File: config.mk
export PLATFORM = sky130hd
export DESIGN_NAME = sine_tone_with_linear_envelope_unit
export DESIGN_NICKNAME = d
export VERILOG_FILES = /design/src/design/stn_pkg.sv /design/src/design/sine_tone_with_linear_envelope_unit.sv /design/src/design/stn_ctrl.sv /design/src/design/stn_dp.sv
export SDC_FILE = /design/constraint.sdc
export NUM_CORES = 2
export LEC_CHECK = 0
export ABC_AREA = 0
export ABC_CLOCK_PERIOD_IN_PS = 28500
export BUFFER_PORTS_ARGS = -buffer_cell sky130_fd_sc_hd__buf_2
export CAP_MARGIN = 5
export CORE_ASPECT_RATIO = 2
export CORE_MARGIN = 2
export CORE_UTILIZATION = 46
export DETAILED_ROUTE_END_ITERATION = 16
export GPL_ROUTABILITY_DRIVEN = 0
export PLACE_DENSITY = 0.68
export SYNTH_ARGS = -nofsm -noshare
export SYNTH_HDL_FRONTEND = slang
export SYNTH_SLANG_ARGS = --single-unit
File: constraint.sdc
create_clock -name clk -period 28.5 [get_ports clk]
set_input_delay 5.7 -clock clk [delete_from_list [all_inputs] [get_ports clk]]
set_output_delay 5.7 -clock clk [all_outputs]
set_load 0.02 [all_outputs]
File: src/design/stn_pkg.sv
// ============================================================================
// stn_pkg
// Shared types and constants of the sine tone unit: state codes, the
// controller-to-datapath command and status bundles, and fixed coefficients.
// ============================================================================
package stn_pkg;

    typedef enum logic [8:0] {
        ST_IDLE  = 9'b000000001,
        ST_SQ    = 9'b000000010,
        ST_HORN  = 9'b000000100,
        ST_YMUL  = 9'b000001000,
        ST_RND   = 9'b000010000,
        ST_ENV   = 9'b000100000,
        ST_DIV   = 9'b001000000,
        ST_SCALE = 9'b010000000,
        ST_DONE  = 9'b100000000
    } state_t;

    typedef struct packed {
        logic       load;
        logic       sq;
        logic       horn;
        logic [1:0] horn_step;
        logic       ymul;
        logic       rnd;
        logic       env;
        logic       div;
        logic       scale;
        logic       store;
    } dp_cmd_t;

    typedef struct packed {
        logic tone_now;
        logic need_div;
        logic out_free;
    } dp_status_t;

    localparam logic [1:0] REG_PHASE_STEP  = 2'd0;
    localparam logic [1:0] REG_TONE_LENGTH = 2'd1;
    localparam logic [1:0] REG_ATTACK      = 2'd2;
    localparam logic [1:0] REG_RELEASE     = 2'd3;

    localparam logic [31:0] PHASE_STEP_RESET = 32'd42852281;
    localparam logic [19:0] TONE_LENGTH_RESET = 20'd44100;
    localparam logic [15:0] ATTACK_RESET     = 16'd441;
    localparam logic [15:0] RELEASE_RESET    = 16'd4410;

    localparam int HORN_STEPS = 4;
    localparam int DIV_STEPS  = 16;

    localparam logic [31:0] COEF_X9 = 32'd172272;
    localparam logic [31:0] HORNER_COEF [0:HORN_STEPS-1] = '{
        32'd5026994, 32'd85569306, 32'd693598668, 32'd1686629713
    };

    localparam logic [30:0] QUARTER_TURN = 31'h40000000;
    localparam logic [32:0] ROUND_HALF   = 33'h000004000;
    localparam logic [14:0] SINE_MAX     = 15'h7FFF;
    localparam logic [16:0] ENV_ONE      = 17'h10000;

endpackage

File: src/design/sine_tone_with_linear_envelope_unit.sv
// ============================================================================
// sine_tone_with_linear_envelope_unit
// Tone generator: phase accumulator, polynomial sine lookup and a linear
// attack and release envelope, one signed sample per input beat.
// ============================================================================
// A beat inside a tone runs the sine polynomial on the shared multiplier, used
// six times for the sine, then the 16-step envelope divider when the envelope
// ramps, then scaling; an idle beat goes straight to the output store. No new
// beat is taken until the result is stored, and out_stall can hold the store.
// Reset clears the phase, the sample index and the tone flag and loads the
// default configuration; the unit accepts a beat as soon as reset is released.
module sine_tone_with_linear_envelope_unit
#(
    parameter int SINE_TABLE_DEPTH = 256,
    parameter int LENGTH_BITS      = 20
)
(
    input  logic               clk,
    input  logic               rst_n,
    input  logic               cfg_valid,
    output logic               cfg_ready,
    input  logic [1:0]         cfg_index,
    input  logic [31:0]        cfg_data,
    input  logic               in_valid,
    output logic               in_stall,
    input  logic               start_req,
    output logic               out_valid,
    input  logic               out_stall,
    output logic signed [14:0] sample,
    output logic               last,
    output logic               active
);

    stn_pkg::dp_cmd_t    cmd;
    stn_pkg::dp_status_t status;

    assign cfg_ready = 1'b1;

    stn_ctrl u_ctrl
    (
        .clk      (clk),
        .rst_n    (rst_n),
        .in_valid (in_valid),
        .in_stall (in_stall),
        .status   (status),
        .cmd      (cmd)
    );

    stn_dp
    #(
        .SINE_TABLE_DEPTH (SINE_TABLE_DEPTH),
        .LENGTH_BITS      (LENGTH_BITS)
    )
    u_dp
    (
        .clk       (clk),
        .rst_n     (rst_n),
        .cfg_valid (cfg_valid),
        .cfg_ready (cfg_ready),
        .cfg_index (cfg_index),
        .cfg_data  (cfg_data),
        .start_req (start_req),
        .cmd       (cmd),
        .status    (status),
        .out_valid (out_valid),
        .out_stall (out_stall),
        .sample    (sample),
        .last      (last),
        .active    (active)
    );

endmodule

File: src/design/stn_ctrl.sv
// ============================================================================
// stn_ctrl
// Sequencer of the sine tone unit: steps the datapath through the sine
// polynomial, the envelope division, scaling and the output store.
// ============================================================================
module stn_ctrl
(
    input  logic                clk,
    input  logic                rst_n,
    input  logic                in_valid,
    output logic                in_stall,
    input  stn_pkg::dp_status_t status,
    output stn_pkg::dp_cmd_t    cmd
);

    stn_pkg::state_t state_reg;
    stn_pkg::state_t state_next;
    logic [3:0]      cnt_reg;
    logic [3:0]      cnt_next;

    assign in_stall = (state_reg != stn_pkg::ST_IDLE);

    always_comb
    begin
        state_next = state_reg;
        cnt_next   = cnt_reg;
        cmd        = '0;
        cmd.horn_step = cnt_reg[1:0];
        unique case (state_reg)
            stn_pkg::ST_IDLE:
            begin
                if (in_valid)
                begin
                    cmd.load   = 1'b1;
                    state_next = status.tone_now ? stn_pkg::ST_SQ : stn_pkg::ST_DONE;
                end
            end
            stn_pkg::ST_SQ:
            begin
                cmd.sq     = 1'b1;
                cnt_next   = '0;
                state_next = stn_pkg::ST_HORN;
            end
            stn_pkg::ST_HORN:
            begin
                cmd.horn = 1'b1;
                if (cnt_reg == 4'(stn_pkg::HORN_STEPS - 1))
                begin
                    state_next = stn_pkg::ST_YMUL;
                end
                else
                begin
                    cnt_next = cnt_reg + 4'd1;
                end
            end
            stn_pkg::ST_YMUL:
            begin
                cmd.ymul   = 1'b1;
                state_next = stn_pkg::ST_RND;
            end
            stn_pkg::ST_RND:
            begin
                cmd.rnd    = 1'b1;
                state_next = stn_pkg::ST_ENV;
            end
            stn_pkg::ST_ENV:
            begin
                cmd.env    = 1'b1;
                cnt_next   = '0;
                state_next = status.need_div ? stn_pkg::ST_DIV : stn_pkg::ST_SCALE;
            end
            stn_pkg::ST_DIV:
            begin
                cmd.div = 1'b1;
                if (cnt_reg == 4'(stn_pkg::DIV_STEPS - 1))
                begin
                    state_next = stn_pkg::ST_SCALE;
                end
                else
                begin
                    cnt_next = cnt_reg + 4'd1;
                end
            end
            stn_pkg::ST_SCALE:
            begin
                cmd.scale  = 1'b1;
                state_next = stn_pkg::ST_DONE;
            end
            stn_pkg::ST_DONE:
            begin
                if (status.out_free)
                begin
                    cmd.store  = 1'b1;
                    state_next = stn_pkg::ST_IDLE;
                end
            end
        endcase
    end

    always_ff @(posedge clk or negedge rst_n)
    begin
        if (!rst_n)
        begin
            state_reg <= stn_pkg::ST_IDLE;
            cnt_reg   <= '0;
        end
        else
        begin
            state_reg <= state_next;
            cnt_reg   <= cnt_next;
        end
    end

    a_load_leaves_idle: assert property (@(posedge clk) disable iff (!rst_n)
        cmd.load |=> state_reg != stn_pkg::ST_IDLE)
        else $error("Accepted beat did not start processing.");

    a_scale_order: assert property (@(posedge clk) disable iff (!rst_n)
        state_reg == stn_pkg::ST_SCALE |->
            ($past(state_reg) == stn_pkg::ST_DIV || $past(state_reg) == stn_pkg::ST_ENV))
        else $error("Scaling entered without a finished envelope.");

    a_done_holds: assert property (@(posedge clk) disable iff (!rst_n)
        (state_reg == stn_pkg::ST_DONE && !status.out_free) |=>
            state_reg == stn_pkg::ST_DONE)
        else $error("Result dropped while the output was full.");

endmodule

File: src/design/stn_dp.sv
// ============================================================================
// stn_dp
// Datapath of the sine tone unit: configuration and tone state, a shared
// multiplier for the sine polynomial and scaling, a bit-serial envelope
// divider, and the output register.
// ============================================================================
module stn_dp
#(
    parameter int SINE_TABLE_DEPTH = 256,
    parameter int LENGTH_BITS      = 20
)
(
    input  logic                clk,
    input  logic                rst_n,
    input  logic                cfg_valid,
    input  logic                cfg_ready,
    input  logic [1:0]          cfg_index,
    input  logic [31:0]         cfg_data,
    input  logic                start_req,
    input  stn_pkg::dp_cmd_t    cmd,
    output stn_pkg::dp_status_t status,
    output logic                out_valid,
    input  logic                out_stall,
    output logic signed [14:0]  sample,
    output logic                last,
    output logic                active
);

    localparam int AW       = $clog2(SINE_TABLE_DEPTH);
    localparam int LEN_KEEP = (LENGTH_BITS < 20) ? LENGTH_BITS : 20;
    localparam logic [31:0] IDX_MASK = ~((32'd1 << (32 - AW)) - 32'd1);

    logic [31:0]            phase_step_reg;
    logic [LENGTH_BITS-1:0] len_reg;
    logic [15:0]            attack_reg;
    logic [15:0]            release_reg;

    logic [31:0]            phase_reg;
    logic [LENGTH_BITS-1:0] index_reg;
    logic                   tone_reg;

    logic                   work_on_reg;
    logic [LENGTH_BITS-1:0] idx_w_reg;
    logic                   last_w_reg;
    logic                   neg_reg;
    logic [30:0]            x_reg;
    logic [30:0]            x2_reg;
    logic [31:0]            t_reg;
    logic [14:0]            mag_reg;
    logic [15:0]            rem_reg;
    logic [15:0]            dvs_reg;
    logic [16:0]            env_reg;

    logic                   out_valid_reg;
    logic signed [14:0]     sample_reg;
    logic                   last_reg;
    logic                   active_reg;

    logic                   tone_eff;
    logic [31:0]            phase_eff;
    logic [LENGTH_BITS-1:0] idx_eff;
    logic                   last_eff;
    logic [31:0]            pk;
    logic [30:0]            x_low;
    logic                   attack_hit;
    logic                   rel_hit;
    logic                   past_end;
    logic [LENGTH_BITS-1:0] remaining;
    logic [31:0]            mul_a;
    logic [31:0]            mul_b;
    logic [63:0]            mul_p;
    logic [17:0]            y_round;
    logic [16:0]            r2;
    logic                   q_bit;
    logic                   out_free;

    assign tone_eff  = start_req ? (len_reg != '0) : tone_reg;
    assign phase_eff = start_req ? '0 : phase_reg;
    assign idx_eff   = start_req ? '0 : index_reg;
    assign last_eff  = ({1'b0, idx_eff} + (LENGTH_BITS+1)'(1)) >= {1'b0, len_reg};
    assign pk        = phase_eff & IDX_MASK;
    assign x_low     = {1'b0, pk[29:0]};

    assign attack_hit = idx_w_reg < LENGTH_BITS'(attack_reg);
    assign rel_hit    = (release_reg != '0) &&
        (({1'b0, idx_w_reg} + (LENGTH_BITS+1)'(release_reg)) > {1'b0, len_reg});
    assign past_end   = idx_w_reg >= len_reg;
    assign remaining  = len_reg - idx_w_reg;

    always_comb
    begin
        mul_a = 32'(x_reg);
        mul_b = t_reg;
        if (cmd.sq)
        begin
            mul_b = 32'(x_reg);
        end
        else if (cmd.horn)
        begin
            mul_a = 32'(x2_reg);
        end
        else if (cmd.scale)
        begin
            mul_a = 32'(mag_reg);
            mul_b = 32'(env_reg);
        end
    end

    assign mul_p   = 64'(mul_a) * 64'(mul_b);
    assign y_round = 18'(({1'b0, t_reg} + stn_pkg::ROUND_HALF) >> 15);
    assign r2      = {rem_reg, 1'b0};
    assign q_bit   = r2 >= {1'b0, dvs_reg};
    assign out_free = !out_valid_reg || !out_stall;

    assign status.tone_now = tone_eff;
    assign status.need_div = attack_hit || (rel_hit && !past_end);
    assign status.out_free = out_free;

    always_ff @(posedge clk or negedge rst_n)
    begin
        if (!rst_n)
        begin
            phase_step_reg <= stn_pkg::PHASE_STEP_RESET;
            len_reg        <= LENGTH_BITS'(stn_pkg::TONE_LENGTH_RESET);
            attack_reg     <= stn_pkg::ATTACK_RESET;
            release_reg    <= stn_pkg::RELEASE_RESET;
            phase_reg      <= '0;
            index_reg      <= '0;
            tone_reg       <= 1'b0;
            out_valid_reg  <= 1'b0;
        end
        else
        begin
            if (cfg_valid && cfg_ready)
            begin
                unique case (cfg_index)
                    stn_pkg::REG_PHASE_STEP:  phase_step_reg <= cfg_data;
                    stn_pkg::REG_TONE_LENGTH: len_reg <= LENGTH_BITS'(cfg_data[LEN_KEEP-1:0]);
                    stn_pkg::REG_ATTACK:      attack_reg <= cfg_data[15:0];
                    stn_pkg::REG_RELEASE:     release_reg <= cfg_data[15:0];
                endcase
            end
            if (cmd.load)
            begin
                if (tone_eff)
                begin
                    phase_reg <= phase_eff + phase_step_reg;
                    index_reg <= idx_eff + LENGTH_BITS'(1);
                    tone_reg  <= !last_eff;
                end
                else
                begin
                    phase_reg <= phase_eff;
                    index_reg <= idx_eff;
                    tone_reg  <= 1'b0;
                end
            end
            if (cmd.store)
            begin
                out_valid_reg <= 1'b1;
            end
            else if (!out_stall)
            begin
                out_valid_reg <= 1'b0;
            end
        end
    end

    always_ff @(posedge clk)
    begin
        if (cmd.load)
        begin
            work_on_reg <= tone_eff;
            idx_w_reg   <= idx_eff;
            last_w_reg  <= last_eff;
            neg_reg     <= pk[31];
            x_reg       <= pk[30] ? (stn_pkg::QUARTER_TURN - x_low) : x_low;
        end
        if (cmd.sq)
        begin
            x2_reg <= mul_p[60:30];
            t_reg  <= stn_pkg::COEF_X9;
        end
        if (cmd.horn)
        begin
            t_reg <= stn_pkg::HORNER_COEF[cmd.horn_step] - mul_p[61:30];
        end
        if (cmd.ymul)
        begin
            t_reg <= mul_p[61:30];
        end
        if (cmd.rnd)
        begin
            mag_reg <= (y_round > 18'(stn_pkg::SINE_MAX)) ? stn_pkg::SINE_MAX : y_round[14:0];
        end
        if (cmd.env)
        begin
            if (attack_hit)
            begin
                rem_reg <= idx_w_reg[15:0];
                dvs_reg <= attack_reg;
                env_reg <= '0;
            end
            else if (rel_hit)
            begin
                rem_reg <= remaining[15:0];
                dvs_reg <= release_reg;
                env_reg <= '0;
            end
            else
            begin
                env_reg <= stn_pkg::ENV_ONE;
            end
        end
        if (cmd.div)
        begin
            rem_reg <= q_bit ? 16'(r2 - {1'b0, dvs_reg}) : r2[15:0];
            env_reg <= {env_reg[15:0], q_bit};
        end
        if (cmd.scale)
        begin
            mag_reg <= mul_p[31:17];
        end
        if (cmd.store)
        begin
            if (work_on_reg)
            begin
                sample_reg <= neg_reg ? -$signed(mag_reg) : $signed(mag_reg);
            end
            else
            begin
                sample_reg <= '0;
            end
            last_reg   <= work_on_reg && last_w_reg;
            active_reg <= work_on_reg;
        end
    end

    assign out_valid = out_valid_reg;
    assign sample    = sample_reg;
    assign last      = last_reg;
    assign active    = active_reg;

    a_idle_is_silent: assert property (@(posedge clk) disable iff (!rst_n)
        (out_valid_reg && !active_reg) |-> (sample_reg == '0 && !last_reg))
        else $error("Idle beat carries a nonzero sample or a last mark.");

    a_store_when_free: assert property (@(posedge clk) disable iff (!rst_n)
        cmd.store |-> out_free)
        else $error("Output register overwritten while still held.");

    a_env_bound: assert property (@(posedge clk) disable iff (!rst_n)
        cmd.scale |-> env_reg <= stn_pkg::ENV_ONE)
        else $error("Envelope exceeds one.");

endmodule
==> metrics.txt <==
# TYPE chip_impl_metric gauge
chip_impl_metric{name="max_cap_viol_count",unit=""} 0
chip_impl_metric{name="first_global_vias",unit=""} 45100
chip_impl_metric{name="worst_ep_arrival",unit="ns"} 14.66
chip_impl_metric{name="synth-edff-count",unit=""} 174
chip_impl_info{name="setup_repair_after_global_routing_missed_its_margin",value="no"} 1
chip_impl_metric{name="mappedNetlistNets",unit=""} 6871
chip_impl_info{name="worst_hold_path_type",value="reg -> reg"} 1
chip_impl_metric{name="cp_max_fo",unit=""} 63
chip_impl_metric{name="slew_viol_final",unit=""} 0
chip_impl_info{name="synthDominantAreaCellType",value="fa_1"} 1
chip_impl_info{name="ys_dominant_reg_cell",value="edfxtp_1"} 1
chip_impl_metric{name="ys_warn_count",unit=""} 0
chip_impl_metric{name="clkLatencyLatePin",unit="ns"} 0.63
chip_impl_metric{name="clock_path_buffers",unit=""} 3
chip_impl_metric{name="io_buffer_count",unit=""} 58
chip_impl_metric{name="cts.clk_slew.worst_paths",unit="ns"} 0.09
chip_impl_metric{name="drt_drc_violations_left",unit=""} 0
chip_impl_metric{name="synth_seq_area_share",unit=""} 0.177
chip_impl_metric{name="setup_slack",unit="ns"} 14.17
chip_impl_metric{name="cts_buffers",unit=""} 29
chip_impl_metric{name="worstHoldPathCells",unit=""} 2
chip_impl_metric{name="drtPass1Iterations",unit=""} 9
chip_impl_metric{name="rrSetupSlack",unit="ns"} 14.17
chip_impl_metric{name="final.fill_count",unit=""} 10500
chip_impl_metric{name="via_count",unit=""} 41500
chip_impl_metric{name="max_freq",unit="MHz"} 69.8
chip_impl_metric{name="post-place-cells",unit=""} 6938
chip_impl_metric{name="skew",unit="ns"} 0.0404
chip_impl_metric{name="die_w",unit="um"} 240
chip_impl_metric{name="average_cell_area_after_synthesis",unit="um2"} 9.28
chip_impl_metric{name="worst_ep_required_time",unit="ns"} 28.83
chip_impl_metric{name="grt_max_degree",unit=""} 88
chip_impl_metric{name="vias_per_cell",unit=""} 5.91
chip_impl_metric{name="worst_path_largest_cell_delay",unit="ns"} 0.86
chip_impl_info{name="crit_type",value="reg -> reg"} 1
chip_impl_metric{name="worst-slew-pin-transition",unit="ns"} 1.30
chip_impl_info{name="cp_slowest_cell",value="a22o_1"} 1
chip_impl_metric{name="clock_sinks",unit=""} 325
chip_impl_metric{name="placementRows",unit=""} 173
chip_impl_metric{name="ios",unit=""} 60
chip_impl_metric{name="die_height",unit="um"} 476
chip_impl_metric{name="post_synth_instance_area",unit="um2"} 51300
chip_impl_metric{name="post_detailed_routing_wire_length",unit="um"} 186000
chip_impl_info{name="outcome",value="finished, final reports clean"} 1
chip_impl_metric{name="drtAntennaViolNets",unit=""} 0
chip_impl_metric{name="gr-total-overflow",unit=""} 0
chip_impl_metric{name="setup_slack_after_placement",unit="ns"} 14.63
chip_impl_metric{name="grt_usage",unit=""} 0.339
chip_impl_info{name="cp_common_cell",value="fa_1"} 1
chip_impl_metric{name="hpwlAfterDp",unit="um"} 146000
chip_impl_metric{name="ys_ff_latch",unit=""} 325
chip_impl_metric{name="cts_setup_buffers",unit=""} 0
chip_impl_metric{name="nNetsFinal",unit=""} 6833
chip_impl_info{name="clock-root-buffer",value="clkbuf_16"} 1
chip_impl_info{name="end_kind",value="flip-flop"} 1
chip_impl_metric{name="routed_wire_length_per_instance",unit="um"} 26.6
chip_impl_metric{name="synth_top_area_share",unit=""} 0.339
chip_impl_metric{name="post_cts_resize_count",unit=""} 0
chip_impl_metric{name="final_cells",unit=""} 7011
chip_impl_metric{name="cts_max_level",unit=""} 1
chip_impl_metric{name="core_area",unit="um2"} 111000
chip_impl_metric{name="start_util",unit=""} 0.462
chip_impl_info{name="crit_path_start_kind",value="flip-flop"} 1
chip_impl_metric{name="cts_hold_buf",unit=""} 0
chip_impl_metric{name="drt_iter0_markers",unit=""} 3269
chip_impl_metric{name="slew-limit-headroom",unit=""} 0.130
chip_impl_metric{name="netlist_instances",unit=""} 5522
chip_impl_metric{name="asyncSetResetFlopFracSynth",unit=""} 0.465
chip_impl_metric{name="timing.final.setup_violations",unit=""} 0
chip_impl_metric{name="post_route_clock_period_utilization",unit=""} 0.503
chip_impl_metric{name="worst_reg_to_reg_path_cell_count",unit=""} 46
chip_impl_metric{name="synth_cell_type_count",unit=""} 92
chip_impl_metric{name="multi_input_comb_area",unit="um2"} 37600
chip_impl_metric{name="grt_pass1_wl",unit="um"} 277000
chip_impl_metric{name="register_area",unit="um2"} 9050
chip_impl_info{name="cts_tree",value="done"} 1
chip_impl_metric{name="final.setup.tns",unit="ns"} 0
chip_impl_metric{name="ratio_of_cells_with_drive_above_1_in_the_final_layout",unit=""} 0.0754
chip_impl_metric{name="period_minus_slack",unit="ns"} 14.33
chip_impl_info{name="synth_top_cells_by_area",value="fa_1 34%, ha_1 11%, edfxtp_1 10%"} 1
chip_impl_metric{name="antenna_found_initial",unit=""} 15
chip_impl_metric{name="fp.dieArea",unit="um2"} 114000
chip_impl_metric{name="area_growth_syn_to_layout",unit="%"} 6.50
chip_impl_metric{name="timing_hold_violations_final",unit=""} 0
==> critical path, delay by kind of cell, from the launching register on <==
kind / cells / cell delay, ns
simple gates: 8 / 2.22
buf+inv: 6 / 0.88
xor+xnor: 2 / 0.61
fa+ha+maj: 10 / 4.04
flops: 1 / 0.42
compound gates: 20 / 5.82
==> stage by stage <==
stage,hold slack (ns),area [um2],utilization
2_1_floorplan,0.431,51300,-
3_3_place_gp,0.446,53500,0.482
3_5_place_dp,0.448,53500,0.482
4_1_cts,0.463,54500,0.492
5_1_grt,0.489,54600,0.492
6_report,0.459,54600,0.492
==> placed cells by master, fill, tap and decap left out, drive strengths merged, types with 10 or more instances in the layout <==
master / synthesis / layout
dfstp: 36 / 36
a21o: 68 / 68
xor2: 58 / 58
mux2: 84 / 84
clkbuf: 226 / 39
and2: 49 / 49
o211ai: 12 / 12
dfrtp: 115 / 115
o31ai: 23 / 23
or2: 26 / 26
a21oi: 117 / 117
a21boi: 20 / 20
inv: 1007 / 1009
o22ai: 22 / 22
o21a: 24 / 24
a22oi: 41 / 41
ha: 440 / 440
o21ai: 177 / 177
nor2b: 82 / 82
nand2b: 30 / 30
or3: 14 / 14
mux2i: 45 / 45
edfxtp: 174 / 174
fa: 869 / 869
nor4: 18 / 18
nand3: 110 / 110
buf: 16 / 173
nand4: 20 / 20
a31oi: 10 / 10
xnor2: 113 / 113
a22o: 36 / 36
nor3: 25 / 25
nand2: 597 / 597
diode: 0 / 17
and3: 30 / 30
nor2: 658 / 658
o21bai: 23 / 23
==> synthesized netlist by cell type, drive strengths merged (68+ instances only) <==
cell    instances
nor2          658
ha            440
clkbuf        226
a21oi         117
a21o           68
xnor2         113
dfrtp         115
mux2           84
o21ai         177
inv          1007
nand2         597
nand3         110
fa            869
edfxtp        174
nor2b          82
==> logic make-up (layout without fill, tap and decap cells) <==
family	after synthesis	after routing	synth area share
xor gates and xnor gates	171	171	0.0298
buffers and inverters	1250	1235	0.0917
other	1	18	0.0000732
adders and majority gates	1310	1310	0.447
DFF	325	325	0.177
and+or+nand+nor	1692	1692	0.144
muxes	129	129	0.0272
AOI/OAI and AO/OA	644	644	0.0839
==> path summary, 6_finish.rpt <==
| path | to | startpoint |
|---|---|---|
| max in group asynchronous | u_dp.len_reg[3] | rst_n |
| worst max-delay path | u_dp.t_reg[31] | u_ctrl.state_reg[6] |
| min in group asynchronous | u_dp.phase_step_reg[27] | rst_n |
| worst max register to register | u_dp.t_reg[31] | u_ctrl.state_reg[6] |
| worst min register to register | u_dp.phase_reg[5] | u_dp.phase_reg[5] |
| worst min-delay path | u_dp.phase_reg[5] | u_dp.phase_reg[5] |
==> area by class of cell <==
cell class                 instances  area share
multi-input combinational       3947       0.690
sequential                       325       0.166
inverter                        1008      0.0693
tap                             1487      0.0341
timing repair buffer             173      0.0215
clock buffer                      39      0.0159
clock inverter                    15     0.00305
antenna                           17    0.000779
==> layer usage <==
| metal | global-route usage | up-vias | wire length, um | part of all wire |
|---|---|---|---|---|
| li1 | - | 17300 | - | - |
| met1 | 0.297 | 20600 | 49700 | 0.27 |
| met2 | 0.601 | 2329 | 94100 | 0.51 |
| met3 | 0.0805 | 1181 | 15600 | 0.084 |
| met4 | 0.363 | 12 | 26900 | 0.14 |
| met5 | 0.00433 | - | 127 | 0.00068 |
Power is not shown: default switching activity piles up to over one toggle a cycle in this logic, so the estimate is an artifact.
